## src/sv/gbn_pkg.sv

```systemverilog
// Shared types, codes and constants of the go-back-N sender.
package gbn_pkg;

  localparam int SEQ_BITS   = 16;
  localparam int MAX_WINDOW = 63;
  localparam int WIN_BITS   = 6;
  localparam int CNT_BITS   = 32;

  localparam logic [WIN_BITS-1:0] WINDOW_RESET  = WIN_BITS'(1);
  localparam logic [15:0]         TOTAL_RESET   = 16'd20000;
  localparam logic [15:0]         TIMEOUT_RESET = 16'd1500;

  // request kinds
  localparam logic [1:0] KIND_SLOT = 2'd0;
  localparam logic [1:0] KIND_ACK  = 2'd1;
  localparam logic [1:0] KIND_TICK = 2'd2;

  // register indexes (paddr[3:2])
  localparam logic [1:0] REG_WINDOW  = 2'd0;
  localparam logic [1:0] REG_TOTAL   = 2'd1;
  localparam logic [1:0] REG_TIMEOUT = 2'd2;

  localparam int PADDR_BITS = 4;

  typedef struct packed {
    logic [1:0]          kind;
    logic [SEQ_BITS-1:0] ack_number;
  } cmd_t;

  typedef struct packed {
    logic                send_valid;
    logic [SEQ_BITS-1:0] send_sequence;
    logic                is_retransmit;
    logic                timed_out;
    logic                ack_accepted;
    logic [SEQ_BITS-1:0] base_now;
    logic                transfer_done;
    logic [CNT_BITS-1:0] retransmit_total;
  } result_t;

  // classified request handed from front to back
  typedef struct packed {
    logic                slot;
    logic                ack;
    logic                tick;
    logic [SEQ_BITS-1:0] ack_number;
  } op_t;

  typedef struct packed {
    logic [WIN_BITS-1:0] window_size;
    logic [15:0]         total_count;
    logic [15:0]         timeout_ticks;
  } cfg_t;

endpackage

```

## src/sv/gbn_regs.sv

```systemverilog
// APB configuration registers of the go-back-N sender.
module gbn_regs import gbn_pkg::*; (
  input  logic                  clk,
  input  logic                  rst,
  input  logic                  psel,
  input  logic                  penable,
  input  logic                  pwrite,
  input  logic [PADDR_BITS-1:0] paddr,
  input  logic [31:0]           pwdata,
  output logic [31:0]           prdata,
  output logic                  pready,
  output cfg_t                  cfg
);

  logic       wr_en;
  logic [1:0] idx;

  assign pready = 1'b1;
  assign idx    = paddr[3:2];
  assign wr_en  = psel && penable && pwrite && pready;

  always_ff @(posedge clk) begin
    if (rst) begin
      cfg.window_size   <= WINDOW_RESET;
      cfg.total_count   <= TOTAL_RESET;
      cfg.timeout_ticks <= TIMEOUT_RESET;
    end else if (wr_en) begin
      unique case (idx)
        REG_WINDOW:  cfg.window_size   <= pwdata[WIN_BITS-1:0];
        REG_TOTAL:   cfg.total_count   <= pwdata[15:0];
        REG_TIMEOUT: cfg.timeout_ticks <= pwdata[15:0];
        default: ;
      endcase
    end
  end

  always_comb begin
    unique case (idx)
      REG_WINDOW:  prdata = {{(32-WIN_BITS){1'b0}}, cfg.window_size};
      REG_TOTAL:   prdata = {16'd0, cfg.total_count};
      REG_TIMEOUT: prdata = {16'd0, cfg.timeout_ticks};
      default:     prdata = 32'd0;
    endcase
  end

endmodule

```

## src/sv/gbn_front.sv

```systemverilog
// Front end: accepts requests, decodes the kind and queues them for the back end.
module gbn_front import gbn_pkg::*; (
  input  logic clk,
  input  logic rst,
  input  logic push,
  input  cmd_t cmd,
  output logic full,
  output logic op_valid,
  output op_t  op,
  input  logic op_take
);

  op_t        q [2];
  logic       wr_ptr;
  logic       rd_ptr;
  logic [1:0] count;
  logic       do_push;
  logic       do_take;
  op_t        decoded;

  assign full     = (count == 2'd2);
  assign op_valid = (count != 2'd0);
  assign op       = q[rd_ptr];
  assign do_push  = push && !full;
  assign do_take  = op_take && op_valid;

  // an unknown kind sets none of the flags and still gives a status result
  always_comb begin
    decoded.slot       = (cmd.kind == KIND_SLOT);
    decoded.ack        = (cmd.kind == KIND_ACK);
    decoded.tick       = (cmd.kind == KIND_TICK);
    decoded.ack_number = cmd.ack_number;
  end

  always_ff @(posedge clk) begin
    if (do_push) begin
      q[wr_ptr] <= decoded;
    end
  end

  always_ff @(posedge clk) begin
    if (rst) begin
      wr_ptr <= 1'b0;
      rd_ptr <= 1'b0;
      count  <= 2'd0;
    end else begin
      if (do_push) wr_ptr <= ~wr_ptr;
      if (do_take) rd_ptr <= ~rd_ptr;
      count <= count + 2'(do_push) - 2'(do_take);
    end
  end

`ifndef SYNTHESIS
  a_count_bound: assert property (@(posedge clk) disable iff (rst)
    count <= 2'd2)
    else $error("front queue count out of range");
`endif

endmodule

```

## src/sv/gbn_back.sv

```systemverilog
// Back end: window state update and the result queue.
module gbn_back import gbn_pkg::*; (
  input  logic    clk,
  input  logic    rst,
  input  cfg_t    cfg,
  input  logic    op_valid,
  input  op_t     op,
  output logic    op_take,
  output logic    empty,
  output result_t result,
  input  logic    pop
);

  logic [SEQ_BITS-1:0] next_sequence, next_sequence_next;
  logic [SEQ_BITS-1:0] window_base, window_base_next;
  logic [SEQ_BITS-1:0] high_water, high_water_next;
  logic [15:0]         wait_timer, wait_timer_next;
  logic [CNT_BITS-1:0] retransmit_counter, retransmit_counter_next;

  logic [WIN_BITS-1:0] eff_window;
  logic [SEQ_BITS:0]   limit;
  logic                can_send;
  logic [15:0]         tick_limit;
  logic [15:0]         timer_inc;
  logic [SEQ_BITS-1:0] seq_inc;
  result_t             res;

  result_t    oq [2];
  logic       owr, ord;
  logic [1:0] ocount;
  logic       do_pop;

  assign empty   = (ocount == 2'd0);
  assign result  = oq[ord];
  assign do_pop  = pop && !empty;
  assign op_take = op_valid && ((ocount != 2'd2) || do_pop);

  always_comb begin
    if (cfg.window_size == '0) begin
      eff_window = WIN_BITS'(1);
    end else if (cfg.window_size > WIN_BITS'(MAX_WINDOW)) begin
      eff_window = WIN_BITS'(MAX_WINDOW);
    end else begin
      eff_window = cfg.window_size;
    end
  end

  assign limit      = {1'b0, window_base} + (SEQ_BITS+1)'(eff_window);
  assign can_send   = ({1'b0, next_sequence} < limit) && (next_sequence < cfg.total_count);
  assign tick_limit = (cfg.timeout_ticks == 16'd0) ? 16'd1 : cfg.timeout_ticks;
  assign timer_inc  = (wait_timer != 16'hFFFF) ? wait_timer + 16'd1 : wait_timer;
  assign seq_inc    = next_sequence + SEQ_BITS'(1);

  always_comb begin
    next_sequence_next      = next_sequence;
    window_base_next        = window_base;
    high_water_next         = high_water;
    wait_timer_next         = wait_timer;
    retransmit_counter_next = retransmit_counter;
    res                     = '0;

    priority if (op.slot) begin
      if (can_send) begin
        res.send_valid    = 1'b1;
        res.send_sequence = next_sequence;
        if (next_sequence < high_water) begin
          res.is_retransmit = 1'b1;
          if (retransmit_counter != '1) begin
            retransmit_counter_next = retransmit_counter + CNT_BITS'(1);
          end
        end
        next_sequence_next = seq_inc;
        if (seq_inc > high_water) high_water_next = seq_inc;
        wait_timer_next = 16'd0;
      end
    end else if (op.ack) begin
      if ((op.ack_number > window_base) && (op.ack_number <= high_water)) begin
        res.ack_accepted = 1'b1;
        window_base_next = op.ack_number;
        if (next_sequence < op.ack_number) next_sequence_next = op.ack_number;
        wait_timer_next = 16'd0;
      end
    end else if (op.tick) begin
      // timer runs only while the sender is stuck with packets outstanding
      if ((window_base < cfg.total_count) && !can_send) begin
        if (timer_inc >= tick_limit) begin
          res.timed_out      = 1'b1;
          next_sequence_next = window_base;
          wait_timer_next    = 16'd0;
        end else begin
          wait_timer_next = timer_inc;
        end
      end else begin
        wait_timer_next = 16'd0;
      end
    end else begin
    end

    res.base_now         = window_base_next;
    res.transfer_done    = (window_base_next >= cfg.total_count);
    res.retransmit_total = retransmit_counter_next;
  end

  always_ff @(posedge clk) begin
    if (rst) begin
      next_sequence      <= '0;
      window_base        <= '0;
      high_water         <= '0;
      wait_timer         <= '0;
      retransmit_counter <= '0;
    end else if (op_take) begin
      next_sequence      <= next_sequence_next;
      window_base        <= window_base_next;
      high_water         <= high_water_next;
      wait_timer         <= wait_timer_next;
      retransmit_counter <= retransmit_counter_next;
    end
  end

  always_ff @(posedge clk) begin
    if (op_take) begin
      oq[owr] <= res;
    end
  end

  always_ff @(posedge clk) begin
    if (rst) begin
      owr    <= 1'b0;
      ord    <= 1'b0;
      ocount <= 2'd0;
    end else begin
      if (op_take) owr <= ~owr;
      if (do_pop)  ord <= ~ord;
      ocount <= ocount + 2'(op_take) - 2'(do_pop);
    end
  end

`ifndef SYNTHESIS
  a_base_le_hw: assert property (@(posedge clk) disable iff (rst)
    window_base <= high_water)
    else $error("window base above high-water mark");

  a_next_le_hw: assert property (@(posedge clk) disable iff (rst)
    next_sequence <= high_water)
    else $error("next sequence above high-water mark");

  a_rewind: assert property (@(posedge clk) disable iff (rst)
    op_take && res.timed_out |=> next_sequence == window_base)
    else $error("timeout did not rewind to base");

  a_oq_bound: assert property (@(posedge clk) disable iff (rst)
    ocount <= 2'd2)
    else $error("result queue count out of range");
`endif

endmodule

```

## src/sv/go_back_n_sender.sv

```systemverilog
// Go-back-N sender top level.
//
// Requests enter on cmd (kind: transmit slot, cumulative ack or timer tick)
// and are taken at a clock edge with push high and full low. Every request
// gives exactly one result on the result port; it waits there while empty
// is low and leaves at an edge with pop high.
// A taken request waits in the front queue until the back end takes it;
// at that edge the back end updates the window and timer state and queues
// the result, which can be popped from then on. The back end takes a
// request only while the result queue has room or a result is popped.
// Throughput: one request a cycle while the result queue does not stall.
// Both sides have a two-entry queue, so a stalled receiver fills the result
// queue, then the request queue, and full rises; no result is lost.
// Registers (APB, byte addresses): 0x0 window_size, 0x4 total_count,
// 0x8 timeout_ticks; write them only while the block holds no request.
// Reset empties both queues, clears sequence, base, high-water mark, timer
// and retransmit count, and loads window 1, total 20000, timeout 1500.
module go_back_n_sender import gbn_pkg::*; (
  input  logic                  clk,
  input  logic                  rst,
  input  logic                  push,
  input  cmd_t                  cmd,
  output logic                  full,
  output logic                  empty,
  output result_t               result,
  input  logic                  pop,
  input  logic                  psel,
  input  logic                  penable,
  input  logic                  pwrite,
  input  logic [PADDR_BITS-1:0] paddr,
  input  logic [31:0]           pwdata,
  output logic [31:0]           prdata,
  output logic                  pready
);

  cfg_t cfg;
  op_t  op;
  logic op_valid;
  logic op_take;

  gbn_regs u_regs (
    .clk     (clk),
    .rst     (rst),
    .psel    (psel),
    .penable (penable),
    .pwrite  (pwrite),
    .paddr   (paddr),
    .pwdata  (pwdata),
    .prdata  (prdata),
    .pready  (pready),
    .cfg     (cfg)
  );

  gbn_front u_front (
    .clk      (clk),
    .rst      (rst),
    .push     (push),
    .cmd      (cmd),
    .full     (full),
    .op_valid (op_valid),
    .op       (op),
    .op_take  (op_take)
  );

  gbn_back u_back (
    .clk      (clk),
    .rst      (rst),
    .cfg      (cfg),
    .op_valid (op_valid),
    .op       (op),
    .op_take  (op_take),
    .empty    (empty),
    .result   (result),
    .pop      (pop)
  );

endmodule
```

## config.mk

```make
export PLATFORM = sky130hd
export DESIGN_NAME = go_back_n_sender
export DESIGN_NICKNAME = d
export VERILOG_FILES = /design/src/sv/gbn_pkg.sv /design/src/sv/gbn_regs.sv /design/src/sv/gbn_front.sv /design/src/sv/gbn_back.sv /design/src/sv/go_back_n_sender.sv
export SDC_FILE = /design/constraint.sdc
export NUM_CORES = 1
export LEC_CHECK = 0
export BUFFER_PORTS_ARGS = -buffer_cell sky130_fd_sc_hd__buf_2
export CORE_MARGIN = 4
export CORE_UTILIZATION = 39
export DETAILED_ROUTE_END_ITERATION = 10
export RECOVER_POWER = 50
export SLEW_MARGIN = 0
export SYNTH_ARGS = -nofsm -noshare
export SYNTH_HDL_FRONTEND = slang
export SYNTH_SLANG_ARGS = --single-unit
```

## constraint.sdc

```tcl
create_clock -name clk -period 7.2 [get_ports clk]
set_input_delay 0.36 -clock clk [delete_from_list [all_inputs] [get_ports clk]]
set_output_delay 0.36 -clock clk [all_outputs]
set_load 0.005 [all_outputs]
```

==> impl_metrics.json, run 1 <==
{
  "cp.required_ns": 7.47,
  "grt-ovfl-total": 0,
  "synth_area_sq_um": 17900,
  "vdd_drop_max_v": 0.000213,
  "antenna_found_initial": 1,
  "drt_iter0_markers": 821,
  "post-place-ws_ns": 0.982,
  "p_per_area_nw_per_um2": 360,
  "hold_start": "cmd[15]",
  "clk_pin_slew_ns": 0.06,
  "htree_levels": 2,
  "ys_types": 68,
  "postPlaceCellArea_sq_um": 19100,
  "fp.coreArea_sq_um": 45400,
  "final-setup-viol-count": 0,
  "dr.pass1.iters": 5,
  "most-common-layout-cells": "180 x nand2_1, 176 x edfxtp_1, 169 x ha_1",
  "slew_viol_final": 311,
  "drc": 0,
  "ios": 165,
  "fin_cells": 2490,
  "ant_nets": 0,
  "cp_cell_sequence": "buf_4, mux2i_1, inv_1, ha_1, a21o_1, a221o_1, a221oi_1, nor2_1, a21oi_1, nand2_2, mux2i_1, ha_1, a21o_1, a21o_1, a211oi_1, o21bai_1, a31oi_1, o211ai_1, a21oi_1, o21ai_0",
  "synth_edf_count": 176,
  "hold_class": "in -> reg",
  "area_growth_pct": 13.6,
  "placed_cells": 2416,
  "cp_common_cell": "a21o_1",
  "max_freq_mhz": 159,
  "status": "finished with violations",
  "async_reset_ff_share_pct": 0,
  "drive_above_1_share_pct": 13.5,
  "drv_cap": 5,
  "hold_viol_final": 0,
  "syn_avg_cell_area_sq_um": 10.3,
  "grt_usage_pct": 17.6,
  "grt_pass1_wl_um": 70600,
  "final.setup_skew_ns": 0.0156,
  "fillers": 4310,
  "fin_crit_sh_pct": 87.1,
  "layout_commonest_cell": "nand2_1",
  "wire_per_inst_um": 17.9,
  "vias": 13040,
  "cts_max_path_buffers": 3,
  "post-route-cell-area_sq_um": 20300,
  "worstSetupStartpointType": "register",
  "ys_warn_count": 0,
  "synth_seq_area_share_pct": 45.6,
  "crit_type": "reg -> reg",
  "cts_made_buffers": 37,
  "place.gp.congestion": 0.906,
  "die_h_um": 222,
  "max_stage_delay_ns": 0.72,
  "grt_max_degree": 92,
  "clock_sinks": 320,
  "cts_tree": "built",
  "die_area_sq_um": 49400,
  "clockRootBuffer": "clkbuf_16",
  "cts_resized": 0,
  "crit_slowest_cell": "dfxtp_1",
  "synthCells": 1738,
  "wirelength_um": 44500,
  "fin_ws_ns": 0.928,
  "ys_ff_latch": 320,
  "period_needed_ns": 6.27,
  "relSlewSlack_pct": -215,
  "fin_nets": 2092,
  "post-dp-hpwl_um": 32500,
  "finalSetupTns_ns": 0,
  "tightest_slew_ns": 4.72,
  "power_leakage_nw": 8.11,
  "portBuffers": 129,
  "cp-end-kind": "register",
  "synth_ff_type": "edfxtp_1",
  "grt_pass1_vias": 12840,
  "fp.dieW_um": 222,
  "crit_fanout": 19,
  "violations": "max-capacitance violations, max-slew violations",
  "start_util_pct": 39.4,
  "viasPerCell": 5.24,
  "insertion_delay_ns": 0.54,
  "arrival_ns": 6.54,
  "rsz0062_at_grt": "no",
  "num_rows": 78,
  "p_total_mw": 7.32
}
Yosys cell counts (8+ instances only):
cell type | instances | area [sq um]
xor2_1 | 38 | 333
nand4_1 | 44 | 275
a211oi_1 | 14 | 105
xnor2_1 | 65 | 569
inv_1 | 94 | 353
nor2_1 | 138 | 518
buf_4 | 17 | 128
a21oi_1 | 105 | 526
a211o_1 | 29 | 254
buf_2 | 9 | 45.0
dfxtp_1 | 144 | 2880
a22o_1 | 17 | 149
mux2i_1 | 60 | 601
nand2_1 | 180 | 676
nor4_1 | 9 | 56.3
nand3_1 | 44 | 220
nor2b_1 | 18 | 113
mux2_2 | 74 | 833
clkbuf_1 | 51 | 191
edfxtp_1 | 176 | 5290
o21ai_0 | 51 | 255
and4_1 | 8 | 70.1
and3_1 | 19 | 119
nor3_1 | 23 | 115
ha_1 | 169 | 2110
and2_1 | 20 | 125
a21o_1 | 30 | 225
power breakdown:
group / total, mW / leakage [nW] / switching, mW / internal (mW)
clock: 1.93 / 0.599 / 0.751 / 1.18
sequential: 2.65 / 2.85 / 0.235 / 2.42
combinational: 2.74 / 4.67 / 1.68 / 1.06
total: 7.32 / 8.11 / 2.66 / 4.66
critical path: cells and delay by family (launching register included):
family,cells,cell delay (ns)
buffers and inverters,2,0.48
multiplexers,2,1.18
adder cells (fa/ha/maj),2,0.68
AO/OA/AOI/OAI,12,2.46
flip-flops,1,0.72
AND/OR/NAND/NOR,2,0.48
worst paths after layout:
path | slack (ns) | end | cells after the start
min | 0.02 | u_front.q[1][15] | 1
min reg2reg | 0.47 | u_regs.cfg[29] | 2
max | 0.93 | u_back.oq[1][32] | 20
max reg2reg | 0.93 | u_back.oq[1][32] | 20
metal layers:
metal | share of wire [%] | vias up | GRT usage, % | routed length, um
li1 | - | 6471 | - | -
met1 | 45 | 6190 | 23.7 | 20000
met2 | 47 | 300 | 29.6 | 21000
met3 | 5.3 | 79 | 2.67 | 2370
met4 | 2.6 | 0 | 4.96 | 1170
met5 | 0 | - | 0 | 0
layout make-up:
| cell class | count | area [sq um] | area share (%) |
|---|---|---|---|
| sequential | 320 | 8170 | 40.2 |
| clock inverter | 18 | 239 | 1.18 |
| inverter | 95 | 357 | 1.75 |
| timing repair buffer | 156 | 788 | 3.88 |
| multi-input combinational | 1251 | 9010 | 44.3 |
| antenna | 1 | 2.50 | 0.0123 |
| tap | 600 | 751 | 3.69 |
| clock buffer | 49 | 1010 | 4.98 |
sequential cells by signal, summed over array words and instances, names as in the netlist, named ones only:
register                   cells
u_back.oq                    138
u_back.high_water             16
u_front.wr_ptr                 1
u_front.rd_ptr                 1
u_regs.cfg                    38
u_back.window_base            16
u_back.ocount                  2
u_back.owr                     1
u_back.ord                     1
u_front.count                  2
u_back.wait_timer             16
u_back.retransmit_counter     32
u_back.next_sequence          16
u_front.q                     38
kinds of logic (layout without fill, tap and decap cells):
kind of cell	Yosys count	after routing	share of synthesized area (%)
simple gates	534	534	14.3
flops	320	320	45.6
compound gates	293	293	10.6
buf+inv	182	318	4.40
fa+ha+maj	170	170	11.9
mux	134	134	8.01
xor+xnor	103	103	5.04
other cells	2	18	0.0420
repair_timing:
| action | in CTS | in global routing |
|---|---|---|
| buffers inserted | 0 | 0 |
| endpoints found under the hold margin | 11 | 0 |
| hold buffers | 6 | 0 |
stage by stage:
| step | util (%) | hold WS, ns |
|---|---|---|
| floorplan | - | 0.449 |
| global route | 44.8 | 0.0104 |
| CTS | 45.0 | 0.00131 |
| detailed placement | 42.1 | 0.466 |
| finish | 44.8 | 0.0237 |
| global placement | 42.1 | 0.462 |
No activity file was read; power rests on OpenSTA's default activity.
==> run 2: changes to the inputs <==
--- a/config.mk
+++ b/config.mk
@@ -9,6 +9,7 @@
 export CORE_MARGIN = 4
 export CORE_UTILIZATION = 39
 export DETAILED_ROUTE_END_ITERATION = 10
+export PLACE_DENSITY = 0.65
 export RECOVER_POWER = 50
 export SLEW_MARGIN = 0
 export SYNTH_ARGS = -nofsm -noshare
==> impl_metrics.json, run 2 (synthesis gave the netlist of run 1 again) <==
{
  "start_util_pct": 39.4,
  "finalSetupTns_ns": 0,
  "final-setup-viol-count": 0,
  "rsz0062_at_grt": "no",
  "holdPathStages": 2,
  "vdd_drop_max_v": 0.000215,
  "reg2reg_to": "u_back.oq[0][32]",
  "portBuffers": 129,
  "cts_max_path_buffers": 3,
  "met3_length_um": 2560,
  "r2r_slack_ns": 0.80,
  "cts_tree": "built",
  "ios": 165,
  "largest_reg_flops": 138,
  "final.setup_skew_ns": 0.0166,
  "drive_above_1_share_pct": 11.5,
  "post-place-ws_ns": 0.945,
  "fin_crit_sh_pct": 88.8,
  "crit_type": "reg -> reg",
  "htree_levels": 2,
  "dr.pass1.iters": 5,
  "die_h_um": 222,
  "antennaDiodeCount": 0,
  "slew_viol_final": 309,
  "grt_pass1_vias": 13052,
  "antenna_found_initial": 0,
  "layout_commonest_cell": "nand2_1",
  "clockRootBuffer": "clkbuf_16",
  "top_regs": "u_back.oq x138, u_front.q x38, u_regs.cfg x38",
  "m1WireLength_um": 20800,
  "viasPerCell": 5.35,
  "met2_length_um": 21600,
  "fin_ws_ns": 0.804,
  "clock_sinks": 320,
  "cp-end-kind": "register",
  "vias": 13353,
  "die_area_sq_um": 49400,
  "largest-register": "u_back.oq",
  "insertion_delay_ns": 0.56,
  "place.gp.congestion": 0.903,
  "drv_cap": 5,
  "fp.dieW_um": 222,
  "status": "finished with violations",
  "drt_iter0_markers": 774,
  "reg2reg_depth": 19,
  "grt_usage_pct": 18.2,
  "relSlewSlack_pct": -232,
  "period_needed_ns": 6.40,
  "fin_nets": 2097,
  "most-common-layout-cells": "180 x nand2_1, 176 x edfxtp_1, 169 x ha_1",
  "post-dp-hpwl_um": 33100,
  "violations": "max-capacitance violations, max-slew violations",
  "hold_class": "in -> reg",
  "area_growth_pct": 13.4,
  "wirelength_um": 46000,
  "power_leakage_nw": 8.07,
  "wire_per_inst_um": 18.4,
  "hold_start": "pwdata[10]",
  "num_rows": 78,
  "grt_pass1_wl_um": 72300,
  "worstSetupStartpointType": "register",
  "min_to": "u_regs.cfg[26]",
  "max_freq_mhz": 156,
  "top_layer_used": "met4",
  "arrival_ns": 6.67,
  "fp.coreArea_sq_um": 45400,
  "tightest_slew_ns": 4.97,
  "crit_fanout": 19,
  "hold_viol_final": 0,
  "grt_max_degree": 92,
  "grt-ovfl-total": 0,
  "ant_nets": 0,
  "drc": 0,
  "p_per_area_nw_per_um2": 355,
  "clk_pin_slew_ns": 0.06,
  "cts_made_buffers": 37,
  "cp.required_ns": 7.48
}
[run 2: changes by cell type in the layout (fill, tap and decap cells not counted), moves of 4 or more]
cell,before,now
buf_2,92,76
buf_4,13,8
bufinv_16,5,1
clkbuf_1,53,66
clkbuf_8,2,8
dlygate4sd3_1,6,16
mux2_1,1,18
mux2_2,73,56
[run 2: power breakdown]
part / internal [mW] / total (mW) / switching, mW
sequential: 2.40 / 2.66 / 0.259
clock: 1.07 / 1.83 / 0.755
combinational: 1.04 / 2.72 / 1.68
[run 2: what timing repair did]
item                       4_1_cts  5_1_grt
resized for setup                0        0
hold endpoints to repair        32        0
setup endpoints to repair        0        0
hold buffers                    16        0
setup buffers                    0        0
[run 2: how the worst max path moves through the flow]
stage	from	end	slack [ns]	cells after the start
after detailed placement	register	u_back.oq[0][32]	0.94	19
after global routing	register	u_back.oq[0][32]	0.39	19
after global placement	register	u_back.oq[0][32]	1.23	19
after floorplan	register	u_back.oq[0][32]	2.11	22
after CTS	register	u_back.oq[0][32]	0.92	19
final	register	u_back.oq[0][32]	0.80	19
[run 2: worst max-delay path: stages (launching register included)]
cell and delay, ns:
dfxtp_1 0.73, buf_4 0.27, mux2i_1 0.57, inv_1 0.18, ha_1 0.36, nand4_1 0.15
a21oi_1 0.20, o31ai_1 0.10, a2111oi_1 0.56, nand2_2 0.52, mux2i_1 0.76, ha_1 0.37
a21o_1 0.16, a21o_1 0.19, a211oi_1 0.22, o21bai_1 0.13, a31oi_1 0.24, o211ai_1 0.14
a21oi_1 0.15, o21ai_0 0.11
[run 2: metrics by stage]
stage	std cells	hold slack, ns	total power [mW]	area [sq um]	utilization (%)
floorplan	1753	0.449	4.50	18000	-
global placement	2411	0.458	5.37	19100	42.0
detailed placement	2411	0.465	5.45	19100	42.0
CTS	2494	0.00297	7.31	20400	45.0
global route	2494	0.0248	7.68	20300	44.7
finish	2494	0.0249	7.20	20300	44.7
[run 2: routing by layer]
metal	track usage, %	up-vias
met5	0	-
li1	-	6491
met1	24.8	6428
met3	2.88	78
met4	5.48	0
met2	29.9	356
[run 2: layout make-up]
type | instances | area (sq um)
multi-input cells | 1251 | 9000
inverters | 95 | 357
clock inverters | 16 | 138
repair buffers | 161 | 831
well taps | 600 | 751
fillers | 4304 | 25100
flip-flops and latches | 320 | 8170
clock buffers | 51 | 1060
==> run 3: changes to the inputs <==
--- a/config.mk
+++ b/config.mk
@@ -9,6 +9,7 @@
 export CORE_MARGIN = 4
 export CORE_UTILIZATION = 39
 export DETAILED_ROUTE_END_ITERATION = 10
+export MAX_ROUTING_LAYER = met4
 export PLACE_DENSITY = 0.65
 export RECOVER_POWER = 50
 export SLEW_MARGIN = 0
==> impl_metrics.json, run 3 (synthesis gave the netlist of run 1 again) <==
{
  "dr.pass1.iters": 5,
  "crit_fanout": 19,
  "power_leakage_nw": 8.11,
  "fin_crit_sh_pct": 87.9,
  "antenna_found_initial": 0,
  "fin_ws_ns": 0.874,
  "p_per_area_nw_per_um2": 361,
  "final-setup-viol-count": 0,
  "wirelength_um": 45800,
  "slew_viol_final": 309,
  "cp-end-kind": "register",
  "hold_class": "in -> reg",
  "hold_viol_final": 0,
  "cp_cell_sequence": "buf_4, mux2i_1, inv_1, ha_1, nand4_1, a21oi_1, a211oi_1, a2111oi_1, nand2_2, mux2i_1, ha_1, a21o_1, a21o_1, a211oi_1, o21bai_1, a31oi_1, o211ai_1, a21oi_1, o21ai_0",
  "antennaDiodeCount": 0,
  "grt_max_degree": 81,
  "fp.dieW_um": 222,
  "period_needed_ns": 6.33,
  "p_int_mw": 4.66,
  "max_freq_mhz": 158,
  "crit_type": "reg -> reg",
  "place.gp.congestion": 0.920,
  "clk_pin_slew_ns": 0.06,
  "clockRootBuffer": "clkbuf_16",
  "r2r_slack_ns": 0.87,
  "vdd_drop_max_v": 0.000223,
  "post-dp-hpwl_um": 33000,
  "status": "finished with violations",
  "cts_tree": "built",
  "portBuffers": 129,
  "violations": "max-capacitance violations, max-slew violations",
  "pwr-share-comb_pct": 37.1,
  "layout_commonest_cell": "nand2_1",
  "grt_pass1_vias": 13000,
  "switching_share_pct": 36.5,
  "reg2reg_depth": 19,
  "clock_sinks": 320,
  "drv_cap": 5,
  "fin_nets": 2097,
  "grt_usage_pct": 18.7,
  "largest-register": "u_back.oq",
  "critPathCapture": "u_back.oq[0][32]",
  "cts_resized": 0,
  "htree_levels": 2,
  "reg2reg_to": "u_back.oq[0][32]",
  "grt_pass1_wl_um": 71900,
  "vias": 13245,
  "arrival_ns": 6.60,
  "cp.required_ns": 7.47,
  "cts_max_path_buffers": 3,
  "wire_per_inst_um": 18.4,
  "insertion_delay_ns": 0.55,
  "post-place-ws_ns": 0.961,
  "clkPwrFrac_pct": 26.6,
  "fp.coreArea_sq_um": 45400,
  "largest_reg_flops": 138,
  "viasPerCell": 5.31,
  "max_stage_delay_ns": 0.66,
  "crit_slowest_cell": "mux2i_1",
  "drive_above_1_share_pct": 12.2,
  "die_h_um": 222,
  "finalSetupTns_ns": 0,
  "grt-ovfl-total": 0,
  "most-common-layout-cells": "180 x nand2_1, 176 x edfxtp_1, 169 x ha_1",
  "ant_nets": 0,
  "die_area_sq_um": 49400,
  "drc": 0,
  "relSlewSlack_pct": -223,
  "top_regs": "u_back.oq x138, u_front.q x38, u_regs.cfg x38",
  "worstSetupStartpointType": "register",
  "tightest_slew_ns": 4.85,
  "ios": 165,
  "start_util_pct": 39.4,
  "drt_iter0_markers": 860,
  "p_total_mw": 7.35,
  "final.setup_skew_ns": 0.0206,
  "pwr-share-seq_pct": 36.3,
  "cts_made_buffers": 37,
  "area_growth_pct": 13.9,
  "num_rows": 78,
  "rsz0062_at_grt": "no",
  "switchingPower_mw": 2.68
}
run 3: cell types whose count changed in the layout (fill, tap and decap cells not counted), moves of 4 or more:
cell and delta:
mux2_2 +14, clkinvlp_4 -4, mux2_1 -14, buf_2 +4, bufinv_16 +4, clkbuf_8 -5
run 3: power by group through the flow:
stage	registers, mW	logic, mW	clock network [mW]
2_1_floorplan	2.55	1.94	0
3_3_place_gp	2.69	2.68	0
3_5_place_dp	2.70	2.73	0
4_1_cts	2.66	2.76	2.01
5_1_grt	2.72	3.02	2.09
6_report	2.67	2.72	1.95
run 3: what timing repair did:
action / in CTS / in global routing
hold buffers: 16 / 0
endpoints found under the hold margin: 32 / 0
setup buffers: 0 / 0
run 3: final cells by class:
type	count	area, sq um
fill	4337	25000
multi-input combinational	1251	9000
sequential	320	8170
clock buffer	51	1050
timing repair buffer	161	835
tap	600	751
inverter	95	357
clock inverter	17	220
run 3: stage by stage:
stage               std cells  hold WS, ns  area [sq um]  util [%]
CTS                      2495       0.0130         20500      45.2
global placement         2411        0.459         19100      42.0
global route             2495       0.0397         20400      44.9
finish                   2495       0.0361         20400      44.9
floorplan                1753        0.449         18000         -
detailed placement       2411        0.469         19100      42.0
run 3: worst max-delay path: cells and delay by family, from the launching register on:
family / cells / cell delay (ns)
AOI/OAI and AO/OA: 11 / 2.27
muxes: 2 / 1.31
adders and majority gates: 2 / 0.72
and+or+nand+nor: 2 / 0.69
DFF: 1 / 0.61
buffers and inverters: 2 / 0.48
run 3: how the worst min path moves through the flow:
stage / start / end / slack (ns) / cells past startpoint
2_1_floorplan: u_regs.cfg[17] / u_regs.cfg[17] / 0.45 / 2
3_3_place_gp: u_regs.cfg[19] / u_regs.cfg[19] / 0.46 / 2
3_5_place_dp: u_regs.cfg[17] / u_regs.cfg[17] / 0.47 / 2
4_1_cts: pwdata[9] / u_regs.cfg[25] / 0.01 / 2
5_1_grt: pwdata[10] / u_regs.cfg[10] / 0.04 / 2
6_report: pwdata[7] / u_regs.cfg[7] / 0.04 / 2
run 3: routing by layer:
metal  vias to the layer above  track usage (%)  part of all wire (%)
met2                       354             30.2                    47
met3                        75             2.97                   5.4
met5                         -                -                     0
met1                      6344             24.3                    45
li1                       6472                -                     -
met4                         0             5.74                   2.4
